===== config.mk =====
export PLATFORM = sky130hd
export DESIGN_NAME = q31a_front
export DESIGN_NICKNAME = d
export VERILOG_FILES = /design/src/rtl/q31a_pkg.sv /design/src/rtl/q31a_front.sv
export SDC_FILE = /design/constraint.sdc
export NUM_CORES = 2
export LEC_CHECK = 0
export BUFFER_PORTS_ARGS = -buffer_cell sky130_fd_sc_hd__buf_4
export CAP_MARGIN = 20
export CORE_UTILIZATION = 55
export DETAILED_ROUTE_END_ITERATION = 10
export PLACE_DENSITY = 0.81
export REMOVE_ABC_BUFFERS = 1
export SETUP_SLACK_MARGIN = 0.3
export SKIP_LAST_GASP = 1
export SLEW_MARGIN = 30
export SYNTH_ARGS = -nofsm -noshare
export SYNTH_HDL_FRONTEND = slang
export SYNTH_SLANG_ARGS = --single-unit

===== constraint.sdc =====
create_clock -name vclk -period 30.4
set_input_delay 4.56 -clock vclk [all_inputs]
set_output_delay 4.56 -clock vclk [all_outputs]
set_load 0.05 [all_outputs]

===== src/rtl/q31a_pkg.sv =====
`default_nettype none
// ----------------------------------------------------------------------------
// q31a_pkg
// Shared types and codes of the Q31 fixed-point arithmetic unit.
// ----------------------------------------------------------------------------
package q31a_pkg;

  localparam logic [1:0] CMD_ADD = 2'd0;
  localparam logic [1:0] CMD_MUL = 2'd1;
  localparam logic [1:0] CMD_DIV = 2'd2;

  localparam logic [1:0] ST_OK      = 2'd0;
  localparam logic [1:0] ST_SAT     = 2'd1;
  localparam logic [1:0] ST_WRAP    = 2'd2;
  localparam logic [1:0] ST_DIVZERO = 2'd3;

  localparam logic [31:0] Q31_MAX_POS = 32'h7FFF_FFFF;
  localparam logic [31:0] Q31_MAX_NEG = 32'h8000_0001;

  localparam int unsigned Q31_SHIFT = 31;
  localparam int unsigned NUM_W     = 32 + Q31_SHIFT;
  localparam int unsigned DIV_STEPS = NUM_W;

  typedef struct packed {
    logic [1:0]       cmd;
    logic [31:0]      res;
    logic [1:0]       st;
    logic [63:0]      prod;
    logic [NUM_W-1:0] num;
    logic [31:0]      den;
    logic             qneg;
    logic             aneg;
    logic             bzero;
  } front_t;

  typedef struct packed {
    logic [1:0]       cmd;
    logic [31:0]      res;
    logic [1:0]       st;
    logic [NUM_W-1:0] num;
    logic [31:0]      den;
    logic [31:0]      rem;
    logic [32:0]      quo;
    logic             sticky;
    logic             qneg;
    logic             aneg;
    logic             bzero;
  } div_t;

endpackage
`default_nettype wire


===== src/rtl/q31a_front.sv =====
`default_nettype none
// ----------------------------------------------------------------------------
// q31a_front
// Saturating add, signed multiply and divider operand preparation.
// ----------------------------------------------------------------------------
module q31a_front (
  input  wire logic [1:0]       cmd,
  input  wire logic [31:0]      operand_a,
  input  wire logic [31:0]      operand_b,
  output q31a_pkg::front_t      front
);
  import q31a_pkg::*;

  logic signed [32:0] sum;
  logic [31:0]        abs_a;
  logic [31:0]        abs_b;

  always_comb begin
    sum   = $signed({operand_a[31], operand_a}) + $signed({operand_b[31], operand_b});
    abs_a = operand_a[31] ? (32'd0 - operand_a) : operand_a;
    abs_b = operand_b[31] ? (32'd0 - operand_b) : operand_b;

    front.cmd = cmd;
    front.res = '0;
    front.st  = ST_OK;
    if (cmd == CMD_ADD) begin
      if (sum > $signed({1'b0, Q31_MAX_POS})) begin
        front.res = Q31_MAX_POS;
        front.st  = ST_SAT;
      end else if (sum < $signed({1'b1, Q31_MAX_NEG})) begin
        front.res = Q31_MAX_NEG;
        front.st  = ST_SAT;
      end else begin
        front.res = sum[31:0];
      end
    end
    front.prod  = 64'($signed(operand_a) * $signed(operand_b));
    front.num   = {abs_a, {Q31_SHIFT{1'b0}}};
    front.den   = abs_b;
    front.qneg  = operand_a[31] ^ operand_b[31];
    front.aneg  = operand_a[31];
    front.bzero = (operand_b == 32'd0);
  end

endmodule
`default_nettype wire


-- After elaboration in Yosys (flattened, before gate mapping)
Index checks and enable logic that the tools add are counted.
- register bits: 0
- mux-type cells: 6
- reduce and logical (&&, ||, !) cells: 2
- multipliers: 1
- magnitude comparators: 2
- bitwise logic cells: 1
- $add $sub $neg: 3
- operators with widths (operator ; count):
    32-bit 2-to-1 mux ; 3
    34-bit 2-to-1 mux ; 2
    32-bit by 32-bit multiplier with 64-bit output ; 1
    1-bit by 32-bit subtractor with 32-bit output (first input constant) ; 2
    32-bit by 32-bit adder with 33-bit output ; 1
    33-bit by 32-bit > comparator with 1-bit output (second input constant) ; 1
    33-bit by 32-bit less-than comparator with 1-bit output (second input constant) ; 1
    32-bit zero test ; 1
    2-bit zero test ; 1
    1-bit 2-to-1 mux ; 1
    1-bit bitwise XOR ; 1

-- Depth between registers and ports, before layout
- word-level depth: 5
- mapped depth: 29
- gate-level depth less buffers: 27

-- Worst setup path after synthesis
Ideal clock, no wire load.
- path kind: input to output
- start: input operand_a[31]
- end: output front[161] in the netlist's numbering
- required time: 25.840 ns
- stages: 27
- arrival: 12.732 ns
- setup slack: 13.108 ns
- cell sequence: clkbuf_1 -> clkbuf_1 -> nand2_1 -> inv_1 -> fa_1 -> inv_1 -> fa_1 -> inv_1 -> fa_1 -> fa_1 -> inv_1 -> fa_1 -> inv_1 -> fa_1 -> fa_1 -> fa_1 -> ha_1 -> a21o_1 -> a21o_1 -> a21o_1 -> a311oi_1 -> o21ai_0 -> a31oi_1 -> o41ai_2 -> nand3b_1 -> a32oi_2 -> xnor2_1
- RTL lines (what ; RTL line ; RTL):
    start: declaration ; q31a_front.sv:8 ; input wire logic [31:0] operand_a,
    end: declaration ; q31a_front.sv:10 ; output q31a_pkg::front_t front

==> results.sh <==
export IMPL_dpl_instance_area_sq_mm=0.0419
export IMPL_first_iter_violations=2831
export IMPL_setup_worst_path_class="in -> out"
export IMPL_max_cap_viol_count=0
export IMPL_hpwlAfterDp_mm=88.2
export IMPL_detailroute_wirelength_met3_mm=14.2
export IMPL_period_share=0.596
export IMPL_final_hold_violation_count=0
export IMPL_drcViolationCount=0
export IMPL_wire_length_of_the_first_global_routing_pass_mm=187
export IMPL_fmaxAchievable_mhz=55.2
export IMPL_maximum_number_of_pins_on_one_net_before_global_route_repair=43
export IMPL_slew_headroom=0.450
export IMPL_post_synth_instance_area_sq_mm=0.0401
export IMPL_seq_area_sq_um=0
export IMPL_ctsResizeCount=0
export IMPL_globalRoute_totalOverflow=0
export IMPL_synth_cell_type_count=77
export IMPL_max_slew_worst_pin_slew_ns=0.816
export IMPL_synth_largest_area_cell="sky130_fd_sc_hd__fa_1"
export IMPL_clock_buffer_count_in_the_final_layout=0
export IMPL_mostFrequentLayoutCells="sky130_fd_sc_hd__fa_1 (1083), sky130_fd_sc_hd__inv_1 (1016), sky130_fd_sc_hd__nand2_1 (563)"
export IMPL_worstPathRequired_ns=25.84
export IMPL_gp_congestion=0.948
export IMPL_pin_count=264
export IMPL_drt_wl_total_mm=115
export IMPL_core_area_sq_mm=0.0717
export IMPL_critical_path_slowest_cell="sky130_fd_sc_hd__fa_1"
export IMPL_cp_end_kind="output port"
export IMPL_critPathArrivalTime_ns=13.56
export IMPL_grt_setup_unrepaired="no"
export IMPL_yosys_warnings=0
export IMPL_yosys_area_top_type_share=0.541
export IMPL_num_vias=31408
export IMPL_period_needed_ns=18.12
export IMPL_synthesis_to_finish_area_growth_pct=4.67
export IMPL_top_routing_layer_in_use="met5"
export IMPL_critical_path_peak_fanout=32
export IMPL_setup_viol=0
export IMPL_routed_wl_met2_mm=53.8
export IMPL_detailedRoute_firstPassIterationCount=6
export IMPL_layout_cells_most_common="sky130_fd_sc_hd__fa_1"
export IMPL_antenna_violation_net_count_after_detailed_routing=0
export IMPL_numSequentialCells=0
export IMPL_most_common_cell_type_on_the_critical_path="sky130_fd_sc_hd__fa_1"
export IMPL_die_width_um=272
export IMPL_multiInputGateArea_sq_mm=0.0351
export IMPL_worst_setup_path_start_kind="primary input"
export IMPL_fill_cells=6134
export IMPL_final_nets=5825
export IMPL_port_buffers=232
export IMPL_dieHeight_um=272
export IMPL_track_usage=0.324
export IMPL_final_area_sq_mm=0.0419
export IMPL_antenna_found_initial=4
export IMPL_type_of_the_tightest_min_delay_check="in -> out"
export IMPL_routedWlPerCell_um=21.2
export IMPL_drive_gt1_frac=0.0606
export IMPL_detail_route_vias_per_cell=5.81
export IMPL_post_cts_setup_buffer_count=0
export IMPL_die_area_sq_mm=0.0739
export IMPL_hold_buffers=0
export IMPL_tns_ns=0
export IMPL_synth_top_cells_by_area="sky130_fd_sc_hd__fa_1 (54%), sky130_fd_sc_hd__inv_1 (9.5%), sky130_fd_sc_hd__and2_1 (7.7%)"
export IMPL_first_global_vias=34201
export IMPL_floorplan_rows=98
export IMPL_wirelength_met1_mm=41.2
export IMPL_postSynthCellCount=4480
export IMPL_run_status="finished clean"
export IMPL_slew_viol_final=0
export IMPL_synth_avg_cell_area_sq_um=8.94
export IMPL_initial_core_util=0.558
export IMPL_fraction_of_the_yosys_area_taken_by_sequential_cells=0
export IMPL_critical_path_max_stage_delay_ns=1.02
[cell usage after synthesis (3+ instances only)]
library cell,n
sky130_fd_sc_hd__nor2_1,80
sky130_fd_sc_hd__and3_1,13
sky130_fd_sc_hd__nand2b_1,20
sky130_fd_sc_hd__buf_2,4
sky130_fd_sc_hd__o211ai_1,12
sky130_fd_sc_hd__nand2_1,563
sky130_fd_sc_hd__o21ai_0,104
sky130_fd_sc_hd__o31ai_1,19
sky130_fd_sc_hd__nand3b_1,3
sky130_fd_sc_hd__nor2b_1,11
sky130_fd_sc_hd__o22ai_1,5
sky130_fd_sc_hd__buf_4,37
sky130_fd_sc_hd__or3_1,15
sky130_fd_sc_hd__or2_1,3
sky130_fd_sc_hd__ha_1,219
sky130_fd_sc_hd__xnor2_1,127
sky130_fd_sc_hd__o21a_1,13
sky130_fd_sc_hd__nand3_1,39
sky130_fd_sc_hd__a31oi_1,15
sky130_fd_sc_hd__xor2_1,30
sky130_fd_sc_hd__a2111oi_0,5
sky130_fd_sc_hd__a21o_1,38
sky130_fd_sc_hd__a22oi_1,3
sky130_fd_sc_hd__inv_1,1016
sky130_fd_sc_hd__mux2i_1,3
sky130_fd_sc_hd__or2_2,6
sky130_fd_sc_hd__o41ai_1,9
sky130_fd_sc_hd__clkbuf_1,251
sky130_fd_sc_hd__nor3_1,13
sky130_fd_sc_hd__a31o_2,6
sky130_fd_sc_hd__fa_1,1083
sky130_fd_sc_hd__and2_1,492
sky130_fd_sc_hd__o21bai_1,19
sky130_fd_sc_hd__a211o_1,3
sky130_fd_sc_hd__nand4_1,14
sky130_fd_sc_hd__a21oi_1,97
sky130_fd_sc_hd__o21ai_1,6
sky130_fd_sc_hd__a211oi_1,16
sky130_fd_sc_hd__nor4_1,10
sky130_fd_sc_hd__or4_1,13
[cell families (layout without fill, tap and decap cells)]
kind of cell / Yosys count / count (layout) / synth area share
AOI/OAI and AO/OA: 404 / 404 / 0.0659
xor gates and xnor gates: 157 / 157 / 0.0343
adders and majority gates: 1303 / 1303 / 0.610
buffers and inverters: 1310 / 1254 / 0.126
muxes: 3 / 3 / 0.000750
other: 1 / 34 / 0.0000936
and+or+nand+nor: 1302 / 1302 / 0.163
[layout make-up]
class	count	share of cell area
Timing Repair Buffer	237	0.0424
Multi-Input combinational cell	3201	0.838
Antenna cell	2	0.000119
Inverter	1017	0.0911
Tap cell	950	0.0284
[per-layer routing]
layer  track usage  up-vias
met5             0        -
met4         0.121        4
met3        0.0826      414
met2         0.525     2003
met1         0.421    15932
li1              -    13055
[per-stage QoR]
stage / cells / util / hold WS, ns / setup slack, ns
final: 5407 / 0.584 / 9.42 / 12.28
after global routing: 5406 / 0.584 / 9.42 / 11.82
after CTS: 5405 / 0.584 / 9.41 / 12.27
after detailed placement: 5405 / 0.584 / 9.41 / 12.32
after global placement: 5404 / 0.584 / 9.40 / 12.12
after floorplan: 4218 / - / 9.12 / 13.56
[critical path: cells and delay by family]
| family | cells | cell delay, ns |
|---|---|---|
| AOI/OAI and AO/OA | 9 | 2.00 |
| and+or+nand+nor | 1 | 0.38 |
| xor gates and xnor gates | 1 | 0.14 |
| buffers and inverters | 5 | 1.28 |
| adders and majority gates | 9 | 5.16 |
[final timing paths]
path          from    endpoint  slack, ns  cells after the start
min         cmd[1]  front[197]       9.42                      2
max   operand_b[0]  front[155]      12.28                     25
Power is left out: the tool's default activity adds up to more than one toggle a clock period on the data nets, which glitch-free logic cannot reach.
