===== config.mk =====
export PLATFORM = sky130hd
export DESIGN_NAME = q31a_div_step
export DESIGN_NICKNAME = d
export VERILOG_FILES = /design/src/rtl/q31a_pkg.sv /design/src/rtl/q31a_div_step.sv
export SDC_FILE = /design/constraint.sdc
export NUM_CORES = 1
export LEC_CHECK = 0
export BUFFER_PORTS_ARGS = -buffer_cell sky130_fd_sc_hd__buf_4
export CORE_AREA = 2 2 155 157
export DETAILED_ROUTE_END_ITERATION = 16
export DIE_AREA = 0 0 157 159
export PLACE_DENSITY = 0.39
export SLEW_MARGIN = 20
export SYNTH_ARGS = -nofsm -noshare
export SYNTH_HDL_FRONTEND = slang
export SYNTH_SLANG_ARGS = --single-unit

===== constraint.sdc =====
create_clock -name vclk -period 6.8
set_clock_uncertainty 0.2 [all_clocks]
set_input_delay 1.36 -clock vclk [all_inputs]
set_output_delay 1.36 -clock vclk [all_outputs]
set_load 0.05 [all_outputs]

===== src/rtl/q31a_pkg.sv =====
`default_nettype none
// ----------------------------------------------------------------------------
// q31a_pkg
// Shared types and codes of the Q31 fixed-point arithmetic unit.
// ----------------------------------------------------------------------------
package q31a_pkg;

  localparam logic [1:0] CMD_ADD = 2'd0;
  localparam logic [1:0] CMD_MUL = 2'd1;
  localparam logic [1:0] CMD_DIV = 2'd2;

  localparam logic [1:0] ST_OK      = 2'd0;
  localparam logic [1:0] ST_SAT     = 2'd1;
  localparam logic [1:0] ST_WRAP    = 2'd2;
  localparam logic [1:0] ST_DIVZERO = 2'd3;

  localparam logic [31:0] Q31_MAX_POS = 32'h7FFF_FFFF;
  localparam logic [31:0] Q31_MAX_NEG = 32'h8000_0001;

  localparam int unsigned Q31_SHIFT = 31;
  localparam int unsigned NUM_W     = 32 + Q31_SHIFT;
  localparam int unsigned DIV_STEPS = NUM_W;

  typedef struct packed {
    logic [1:0]       cmd;
    logic [31:0]      res;
    logic [1:0]       st;
    logic [63:0]      prod;
    logic [NUM_W-1:0] num;
    logic [31:0]      den;
    logic             qneg;
    logic             aneg;
    logic             bzero;
  } front_t;

  typedef struct packed {
    logic [1:0]       cmd;
    logic [31:0]      res;
    logic [1:0]       st;
    logic [NUM_W-1:0] num;
    logic [31:0]      den;
    logic [31:0]      rem;
    logic [32:0]      quo;
    logic             sticky;
    logic             qneg;
    logic             aneg;
    logic             bzero;
  } div_t;

endpackage
`default_nettype wire


===== src/rtl/q31a_div_step.sv =====
`default_nettype none
// ----------------------------------------------------------------------------
// q31a_div_step
// One restoring division step: one quotient bit per pipeline stage.
// ----------------------------------------------------------------------------
module q31a_div_step (
  input  wire q31a_pkg::div_t d_in,
  output q31a_pkg::div_t      d_out
);
  import q31a_pkg::*;

  logic [32:0] trial;
  logic [32:0] diff;
  logic        ge;

  always_comb begin
    trial = {d_in.rem, d_in.num[NUM_W-1]};
    diff  = trial - {1'b0, d_in.den};
    ge    = (trial >= {1'b0, d_in.den});

    d_out        = d_in;
    d_out.rem    = ge ? diff[31:0] : trial[31:0];
    d_out.num    = {d_in.num[NUM_W-2:0], 1'b0};
    d_out.quo    = {d_in.quo[31:0], ge};
    d_out.sticky = d_in.sticky | d_in.quo[32];
  end

endmodule
`default_nettype wire


Word-level counts from Yosys, hierarchy flattened
Index checks and enable logic that the tools add are counted.
{ "classes": {"n_mux": 1, "bitwise_logic": 1, "n_lt_le_gt_ge": 1, "add_sub_neg": 1} }
{ "op_table": {"columns": ["op", "n"], "rows": [
  [">= comparator 33 x 32 -> 1 bit", 1],
  ["2-to-1 mux 32 bit", 1],
  ["subtractor 32 bit", 1],
  ["OR 1 bit", 1]
]} }
{ "totals": {"reg_bits": 0, "word_cells": 4, "output_inout_bits": 200} }

Logic depth before layout (Yosys ltp)
Gate-level depths: netlist of run 1.
{ "depth": {"ltp_word": 2, "depth_mapped": 14} }

Least setup slack after synthesis of run 1
No wires, ideal clock.
{ "synth_timing": {"path_type": "input -> output", "startpoint": "input d_in[76] (netlist bit)", "endpoint": "output d_out[68] (netlist bit)", "slack_ns": 0.325, "cell_stages": 10, "required_time_ns": 5.240, "arrival_ns": 4.915, "cell_sequence": "inv_1 ha_1 a21oi_2 a211oi_1 or3_4 nor4b_4 and2b_1 a31o_2 and3_1 o41ai_1"} }
{ "synth_rtl": {"columns": ["element", "line", "rtl"], "rows": [
  ["start, declared", "q31a_div_step.sv:7", "input wire q31a_pkg::div_t d_in,"],
  ["end, declared", "q31a_div_step.sv:8", "output q31a_pkg::div_t d_out"]
]} }

==> key figures, run 1 <==
Run status
  • Status: finished clean

CTS
  • Post-CTS Hold Buffers: 0
  • Post-CTS setup buffers: 0
  • Post_cts resized: 0

Logic synthesis
  • Net Count, Synth: 725
  • Number of warnings issued by yosys: 0
  • Most numerous cell in the Yosys netlist: buf_4
  • Top cells by count, synth: buf_4, inv_1, ha_1
  • Synth top area cells: buf_4, ha_1, mux2_2
  • Synth top area share: 34.9%
  • Synth unique cells: 53
  • Post-Syn Area: 3590 sq um
  • Syn Area/Cell: 7.31 sq um
  • Synthesized instance count: 492
  • Seq/Total Area, Yosys: 0%
  • Yosys top cell by area: buf_4

STA
  • Hold_ws: 2.52 ns
  • Final TNS setup: 0 ns
  • Unrepaired setup endpoints after global routing: false
  • Max Clk Rate: 0.157 GHz
  • Pins over their slew limit: 0
  • Final min period: 6.37 ns
  • Crit share post-route: 93.6%
  • Max_slew headroom: 45.1%
  • Worst slew pin tran: 0.822 ns
  • Final Hold Vio Count: 0
  • Setup-failing EPs final: 0

Final layout
  • Area occupied by registers: 0 sq um
  • # diodes: 0
  • Fin nets: 681
  • Final Instance Area: 3670 sq um
  • Seq cells: 0
  • Layout area overhead: 2.12%
  • Fill cell count: 2703
  • Share of cells above drive strength 1: 39.5%
  • Clock buf count: 0

Place
  • PortBufs: 133
  • Final GP Congestion: 0.731
  • DP Wirelength: 10.6 mm
  • Placed inst area: 3670 sq um

Pwr
  • Combinational group share of total power: 100.0%
  • Cell Int Power: 208 uW
  • Design Power: 564 uW
  • Clock Power Share: 0%
  • Sequential Power Share: 0%
  • Net load switching power: 356 uW
  • Switching fraction of total power: 63.1%
  • Leak: 0.00176 uW
  • Pwr per Cell Area: 154 nW/um^2
  • Peak VDD IR: 0.0517 mV

Die
  • Overall die area: 25000 sq um
  • Die height: 159 um
  • Core Rows: 56
  • Top Ports: 400
  • Die Wd: 157 um
  • Initial core utilization: 15.5%
  • CORE AREA: 23200 sq um

Routing
  • Drt first pass iters: 4
  • Drc violations: 0
  • Detailed-route vias per instance: 3.78
  • Routed WL per cell: 15.7 um
  • Total Routed Length: 12.0 mm
  • Detailed Route Iter0 Violations: 76
  • Routed Antenna Nets: 0
  • DR vias: 2892

Global routing
  • Vias in the first global route: 3114
  • Largest net degree at the start of global routing: 30
  • Global Route Usage Sum: 9.00%
  • Routing usage on met2: 15.7%
  • Initial antenna violation count: 0
  • Gr busiest metal: met2
  • Met1 usage: 10.4%
  • Met3 Use GR: 1.93%
  • First-pass GRT wire length: 17.8 mm
  • GRT Residual Overflow: 0

Worst setup path
  • Critical path class: in -> out
  • Crit end category: output pin
  • CP Data Required Time: 5.24 ns
  • CP Launch Type: input pin
  • Crit path DAT: 4.81 ns
  • Crit path max fanout: 29

Worst hold path
  • WHS Endpoint: d_out[111]
  • Min-delay worst type: in -> out
  • Hold path cells: 0
  • Hold Crit Start: d_in[110]

Run
  • Max-cap violation count: 0
==> placed cells by master, fill, tap and decap left out, drive strengths merged, types with 4 or more instances in the layout <==
cell type,count
o21a,5
buf,134
nand4,9
o21ai,14
a21oi,27
mux2,29
xnor2,18
nand2,24
nor2b,6
xor2,8
nor2,23
a21o,9
ha,32
nor3,6
nand3,7
inv,41
a31oi,6
o21bai,4
==> worst max-delay path, cell delays in order <==
cell	delay [ns]
buf_4	0.11
ha_1	0.42
nand4_1	0.21
nor3_1	0.41
o211ai_1	0.22
nor4b_4	0.20
o21ai_2	0.20
a31oi_4	0.15
o21a_4	0.28
inv_2	0.60
mux2_2	0.42
buf_4	0.19
==> kinds of logic after synthesis <==
family | after synthesis | share of synthesized area, %
xor gates and xnor gates | 26 | 6.33
and+or+nand+nor | 90 | 12.8
muxes | 32 | 10.9
other | 1 | 0.104
AOI/OAI and AO/OA | 89 | 17.0
buffers and inverters | 221 | 41.2
adders and majority gates | 33 | 11.7
==> through the flow <==
step | worst slack, ns | utilization, % | cells
2_1_floorplan | 0.325 | - | 492
3_3_place_gp | 0.284 | 15.8 | 765
3_5_place_dp | 0.303 | 15.8 | 765
4_1_cts | 0.284 | 15.8 | 765
5_1_grt | 0.167 | 15.8 | 765
6_report | 0.433 | 15.8 | 765
==> how the worst max path moves through the flow <==
stage / startpoint / depth (start not counted) / end
after global routing: d_in[80] / 13 / d_out[50]
after global placement: d_in[80] / 13 / d_out[57]
final: d_in[46] / 12 / d_out[57]
after CTS: d_in[80] / 13 / d_out[53]
after floorplan: d_in[76] / 10 / d_out[68]
after detailed placement: d_in[80] / 13 / d_out[44]
==> power groups by stage <==
| stage | registers [uW] | logic [uW] | clock network [uW] |
|---|---|---|---|
| 2_1_floorplan | 0 | 627 | 0 |
| 3_3_place_gp | 0 | 574 | 0 |
| 3_5_place_dp | 0 | 573 | 0 |
| 4_1_cts | 0 | 575 | 0 |
| 5_1_grt | 0 | 606 | 0 |
| 6_report | 0 | 564 | 0 |
==> per-layer routing <==
layer / vias up / part of all wire [%]
li1: 1403 / -
met1: 1280 / 39
met2: 143 / 48
met3: 66 / 7.8
met4: 0 / 4.6
met5: - / 0
==> final cells by class <==
cell class / instances / area (sq um) / area share (%)
well taps: 319 / 399 / 10.9
inverters: 41 / 154 / 4.19
multi-input cells: 271 / 2110 / 57.5
repair buffers: 134 / 1010 / 27.4
Note: power is estimated with default switching activity, not from simulation.
==> inputs of run 2 (changes only) <==
- CORE_AREA: 2 2 155 157 -> 5 5 154 156
- DIE_AREA: 0 0 157 159 -> 0 0 159 161
- PLACE_DENSITY: 0.39 -> 0.4
- SETUP_SLACK_MARGIN: unset -> 0.5
==> key figures, run 2 (same netlist as run 1, synthesis figures left out) <==
Global routing
  • Global Route Usage Sum: 8.55% (-0.45 points)
  • Vias in the first global route: 3113 (-0.032%)
  • Largest net degree at the start of global routing: 30 (unchanged)
  • First-pass GRT wire length: 17.9 mm (+0.35%)
  • GRT Residual Overflow: 0 (unchanged)
  • Initial antenna violation count: 0 (unchanged)

Pwr
  • Clock Power Share: 0% (unchanged)
  • Combinational group share of total power: 100.0% (about the same)
  • Pwr per Cell Area: 155 nW/um^2 (+0.91%)
  • Design Power: 565 uW (+0.16%)
  • Peak VDD IR: 0.0474 mV (-8.3%)
  • Net load switching power: 356 uW (+0.19%)
  • Cell Int Power: 208 uW (about the same)
  • Sequential Power Share: 0% (unchanged)
  • Switching fraction of total power: 63.1% (about the same)
  • Leak: 0.00177 uW (+0.34%)

STA
  • Worst slew pin tran: 0.638 ns (-0.184 ns)
  • Setup-failing EPs final: 0 (unchanged)
  • Max_slew headroom: 57.0% (+12 points)
  • Final Worst Setup Slack: 0.882 ns (+0.449 ns)
  • Max Clk Rate: 0.169 GHz (+7.6%)
  • Unrepaired setup endpoints after global routing: false
  • Final min period: 5.92 ns (-0.449 ns)
  • Final Hold Vio Count: 0 (unchanged)
  • Hold_ws: 2.52 ns (unchanged)
  • Final TNS setup: 0 ns (unchanged)
  • Pins over their slew limit: 0 (unchanged)
  • Crit share post-route: 87.0% (-6.6 points)

Worst setup path
  • Slowest cell on crit path: or3b_2
  • Crit path max fanout: 4 (-86%)
  • Crit path DAT: 4.36 ns (-0.45 ns)
  • Critical path class: in -> out
  • Slowest Stage Delay on Critical Path: 0.50 ns (-0.10 ns)
  • CP Data Required Time: 5.24 ns (about the same)
  • Most common cell on crit path: buf_4
  • CP Launch Type: input pin
  • CP cell instances: buf_4, ha_1, fa_1, nor2b_1, o31a_1, o21ai_0, o31ai_1, buf_4, a21oi_1, or3b_2, nand3_1, mux2_4, buf_4
  • Crit end category: output pin

Final layout
  • # diodes: 0 (unchanged)
  • Area occupied by registers: 0 sq um (unchanged)
  • Layout area overhead: 1.36%
  • Share of cells above drive strength 1: 39.9% (+0.45 points)
  • Most frequent cells in the layout: buf_4, inv_1, ha_1, a21oi_1, nand2_1
  • Fin nets: 681 (unchanged)
  • Commonest non-fill, non-tap cell in the layout: buf_4
  • Clock buf count: 0 (unchanged)
  • Seq cells: 0 (unchanged)

Die
  • CORE AREA: 22200 sq um (-4.2%)
  • Top Ports: 400 (unchanged)
  • Core Rows: 55 (-1.8%)
  • Die height: 161 um (+1.3%)
  • Overall die area: 25600 sq um (+2.5%)
  • Die Wd: 159 um (+1.3%)
  • Initial core utilization: 16.2% (+0.67 points)

Run
  • Max-cap violation count: 0 (unchanged)

Worst hold path
  • Hold path cells: 0 (unchanged)
  • Hold Crit Start: d_in[11]
  • WHS Endpoint: d_out[12]
  • Min-delay worst type: in -> out

Place
  • DP Wirelength: 10.9 mm (+2.3%)
  • Setup WS pre-CTS: 0.343 ns (+0.0404 ns)
  • PortBufs: 133 (unchanged)
  • Final GP Congestion: 0.719 (-1.7%)

Routing
  • Drc violations: 0 (unchanged)
  • Detailed-route vias per instance: 3.95 (+4.4%)
  • Routed WL per cell: 16.6 um (+6.2%)
  • Routed Antenna Nets: 0 (unchanged)
  • Detailed Route Iter0 Violations: 61 (-20%)
  • Drt first pass iters: 4 (unchanged)
  • DR vias: 2884 (-0.28%)
  • Total Routed Length: 12.2 mm (+1.5%)

Run status
  • Status: finished clean

CTS
  • Post-CTS Hold Buffers: 0 (unchanged)
[run 2: cell counts in the layout (fill, tap and decap cells not counted)]
Identical to the previous run, type by type.
[run 2: layout make-up]
class	instances	area [sq um]
Inverter	41	156
Tap cell	285	357
Fill cell	2590	18600
Timing Repair Buffer	134	1010
Multi-Input combinational cell	271	2120
[run 2: repair_timing]
item | 4_1_cts | 5_1_grt
setup endpoints to repair | 28 | 19
resized for setup | 1 | 1
setup buffers | 0 | 0
endpoints found under the hold margin | 0 | 0
[run 2: layer usage]
metal	vias to the layer above	GRT usage, %	share of wire (%)
met2	135	15.0	48
li1	1408	-	-
met5	-	0	0
met1	1265	9.46	38
met4	0	3.26	4.3
met3	76	3.04	9.7
[run 2: worst max-delay path by stage]
stage                     slack [ns]   endpoint     start
after floorplan                 0.99  d_out[68]  d_in[76]
after global placement          0.38  d_out[47]  d_in[46]
after detailed placement        0.34  d_out[40]  d_in[80]
after CTS                       0.58  d_out[40]  d_in[80]
after global routing            0.64  d_out[40]  d_in[80]
final                           0.88  d_out[67]  d_in[69]
[run 2: per-stage QoR]
stage / cell area, sq um / cells / utilization (%)
3_3_place_gp: 3640 / 731 / 16.4
2_1_floorplan: 3600 / 492 / -
3_5_place_dp: 3640 / 731 / 16.4
6_report: 3640 / 731 / 16.4
5_1_grt: 3640 / 731 / 16.4
4_1_cts: 3640 / 731 / 16.4
[run 2: critical path, delay by kind of cell]
kind / cells / cell delay, ns
compound gates: 4 / 0.94
fa+ha+maj: 2 / 0.64
buf+inv: 3 / 0.48
mux: 1 / 0.15
simple gates: 3 / 0.78
[run 2: power by group through the flow]
stage / logic (uW) / clock network (uW) / registers, uW
after global routing: 607 / 0 / 0
final: 565 / 0 / 0
after floorplan: 628 / 0 / 0
after global placement: 575 / 0 / 0
after detailed placement: 574 / 0 / 0
after CTS: 577 / 0 / 0
==> inputs of run 3 (changes only) <==
- RECOVER_POWER: unset -> 50
- clock period: 6.8 -> 7.4 ns (I/O delays scaled with it)
==> key figures, run 3 (same netlist as run 1, synthesis figures left out) <==
Routing
  • Total Routed Length: 12.4 mm (+1.8%)
  • Detailed-route vias per instance: 3.97 (+0.66%)
  • Routed WL per cell: 16.9 um (+1.8%)
  • Drc violations: 0 (unchanged)
  • DR vias: 2903 (+0.66%)
  • Detailed Route Iter0 Violations: 75 (+23%)
  • Routed Antenna Nets: 0 (unchanged)
  • Drt first pass iters: 4 (unchanged)

Final layout
  • Commonest non-fill, non-tap cell in the layout: buf_4
  • Fin nets: 681 (unchanged)
  • Most frequent cells in the layout: buf_4, inv_1, ha_1, a21oi_1, nand2_1
  • Seq cells: 0 (unchanged)
  • Layout area overhead: 0.975%
  • # diodes: 0 (unchanged)
  • Fin util: 16.3% (-0.062 points)
  • Area occupied by registers: 0 sq um (unchanged)
  • Clock buf count: 0 (unchanged)
  • Share of cells above drive strength 1: 39.5% (-0.45 points)
  • Final Instance Count excl. Fillers: 731 (unchanged)
  • Final Instance Area: 3630 sq um (-0.38%)

Worst setup path
  • Most common cell on crit path: buf_4
  • Slowest Stage Delay on Critical Path: 0.53 ns (+0.03 ns)
  • Crit path max fanout: 29 (+25)
  • CP Data Required Time: 5.72 ns (+0.48 ns)
  • CP Launch Type: input pin
  • Critical Path Sink: d_out[40]
  • Critical path launch point: d_in[43]
  • Critical path class: in -> out
  • Slowest cell on crit path: mux2_2
  • CP cell instances: buf_4, ha_1, a21oi_2, a211oi_1, or3_4, nor4b_4, o21ai_2, a31oi_4, o21a_4, clkinv_2, mux2_2, buf_4
  • Crit path DAT: 4.88 ns (+0.52 ns)
  • Crit end category: output pin

Die
  • Die height: 161 um (unchanged)
  • CORE AREA: 22200 sq um (unchanged)
  • Top Ports: 400 (unchanged)
  • Initial core utilization: 16.2% (unchanged)
  • Core Rows: 55 (unchanged)
  • Overall die area: 25600 sq um (unchanged)
  • Die Wd: 159 um (unchanged)

Place
  • Final GP Congestion: 0.755 (+5.0%)
  • PortBufs: 133 (unchanged)
  • Placed inst area: 3630 sq um (-0.21%)
  • DP Wirelength: 11.1 mm (+1.9%)
  • Placed insts: 731 (unchanged)

Run status
  • Status: finished clean

Pwr
  • Sequential Power Share: 0% (unchanged)
  • Design Power: 518 uW (-8.2%)
  • Net load switching power: 327 uW (-8.3%)
  • Peak VDD IR: 0.0404 mV (-15%)
  • Pwr per Cell Area: 143 nW/um^2 (-7.9%)
  • Cell Int Power: 191 uW (-8.2%)
  • Combinational group share of total power: 100.0% (about the same)
  • Leak: 0.00176 uW (-0.35%)
  • Clock Power Share: 0% (unchanged)
  • Switching fraction of total power: 63.1% (about the same)

STA
  • Worst slew pin tran: 0.652 ns (+0.0135 ns)
  • Final TNS setup: 0 ns (unchanged)
  • Pins over their slew limit: 0 (unchanged)
  • Max Clk Rate: 0.153 GHz
  • Unrepaired setup endpoints after global routing: false
  • Final min period: 6.56 ns
  • Max_slew headroom: 56.5% (-0.50 points)
  • Crit share post-route: 88.6%
  • Setup-failing EPs final: 0 (unchanged)
  • Final Hold Vio Count: 0 (unchanged)

Global routing
  • Global Route Usage Sum: 8.69% (+0.14 points)
  • First-pass GRT wire length: 18.1 mm (+1.4%)
  • GRT Residual Overflow: 0 (unchanged)
  • Initial antenna violation count: 0 (unchanged)
  • Vias in the first global route: 3094 (-0.61%)
  • Largest net degree at the start of global routing: 30 (unchanged)

Worst hold path
  • Hold path cells: 0 (unchanged)
  • Min-delay worst type: in -> out

Run
  • Max-cap violation count: 0 (unchanged)

CTS
  • Post-CTS Hold Buffers: 0 (unchanged)
  • Post-CTS setup buffers: 0 (unchanged)
run 3: changes by cell type in the layout (fill, tap and decap cells not counted):
cell,delta
o41ai_2,-1
o41ai_1,+1
nor3_1,+1
nor3_2,-1
clkinv_2,+1
inv_4,-1
run 3: stage by stage:
stage               setup WS, ns  hold WS (ns)
global placement           0.583          2.76
floorplan                  0.685          2.93
finish                     0.844          2.76
detailed placement         0.576          2.76
CTS                        0.556          2.76
global route               0.519          2.76
run 3: worst min path at each step:
stage          startpoint    endpoint  slack (ns)
6_report        d_in[123]  d_out[124]        2.76
5_1_grt          d_in[35]   d_out[36]        2.76
4_1_cts          d_in[13]   d_out[14]        2.76
3_5_place_dp     d_in[13]   d_out[14]        2.76
3_3_place_gp     d_in[13]   d_out[14]        2.76
2_1_floorplan     d_in[0]    d_out[0]        2.93
run 3: repair_timing:
item                                    CTS  global route
resized for setup                         0             1
hold endpoints to repair                  0             0
endpoints found under the setup margin    0            28
run 3: final cells by class:
class                           count  area [sq um]
Timing Repair Buffer              134          1010
Fill cell                        2586         18600
Multi-Input combinational cell    271          2110
Tap cell                          285           357
Inverter                           41           155
run 3: power groups by stage:
stage	logic [uW]	clock network [uW]	registers [uW]
3_5_place_dp	526	0	0
6_report	518	0	0
3_3_place_gp	528	0	0
5_1_grt	556	0	0
2_1_floorplan	576	0	0
4_1_cts	528	0	0
run 3: worst max-delay path, delay by kind of cell:
kind / cells / cell delay, ns
and+or+nand+nor: 2 / 0.75
muxes: 1 / 0.53
buffers and inverters: 3 / 0.83
AOI/OAI and AO/OA: 5 / 0.92
adders and majority gates: 1 / 0.35
run 3: routing by layer:
metal / global-route usage [%] / up-vias / share of wire, %
li1: - / 1410 / -
met1: 9.39 / 1241 / 36
met2: 15.2 / 166 / 48
met3: 3.27 / 86 / 10
met4: 3.88 / 0 / 5.5
met5: 0 / - / 0
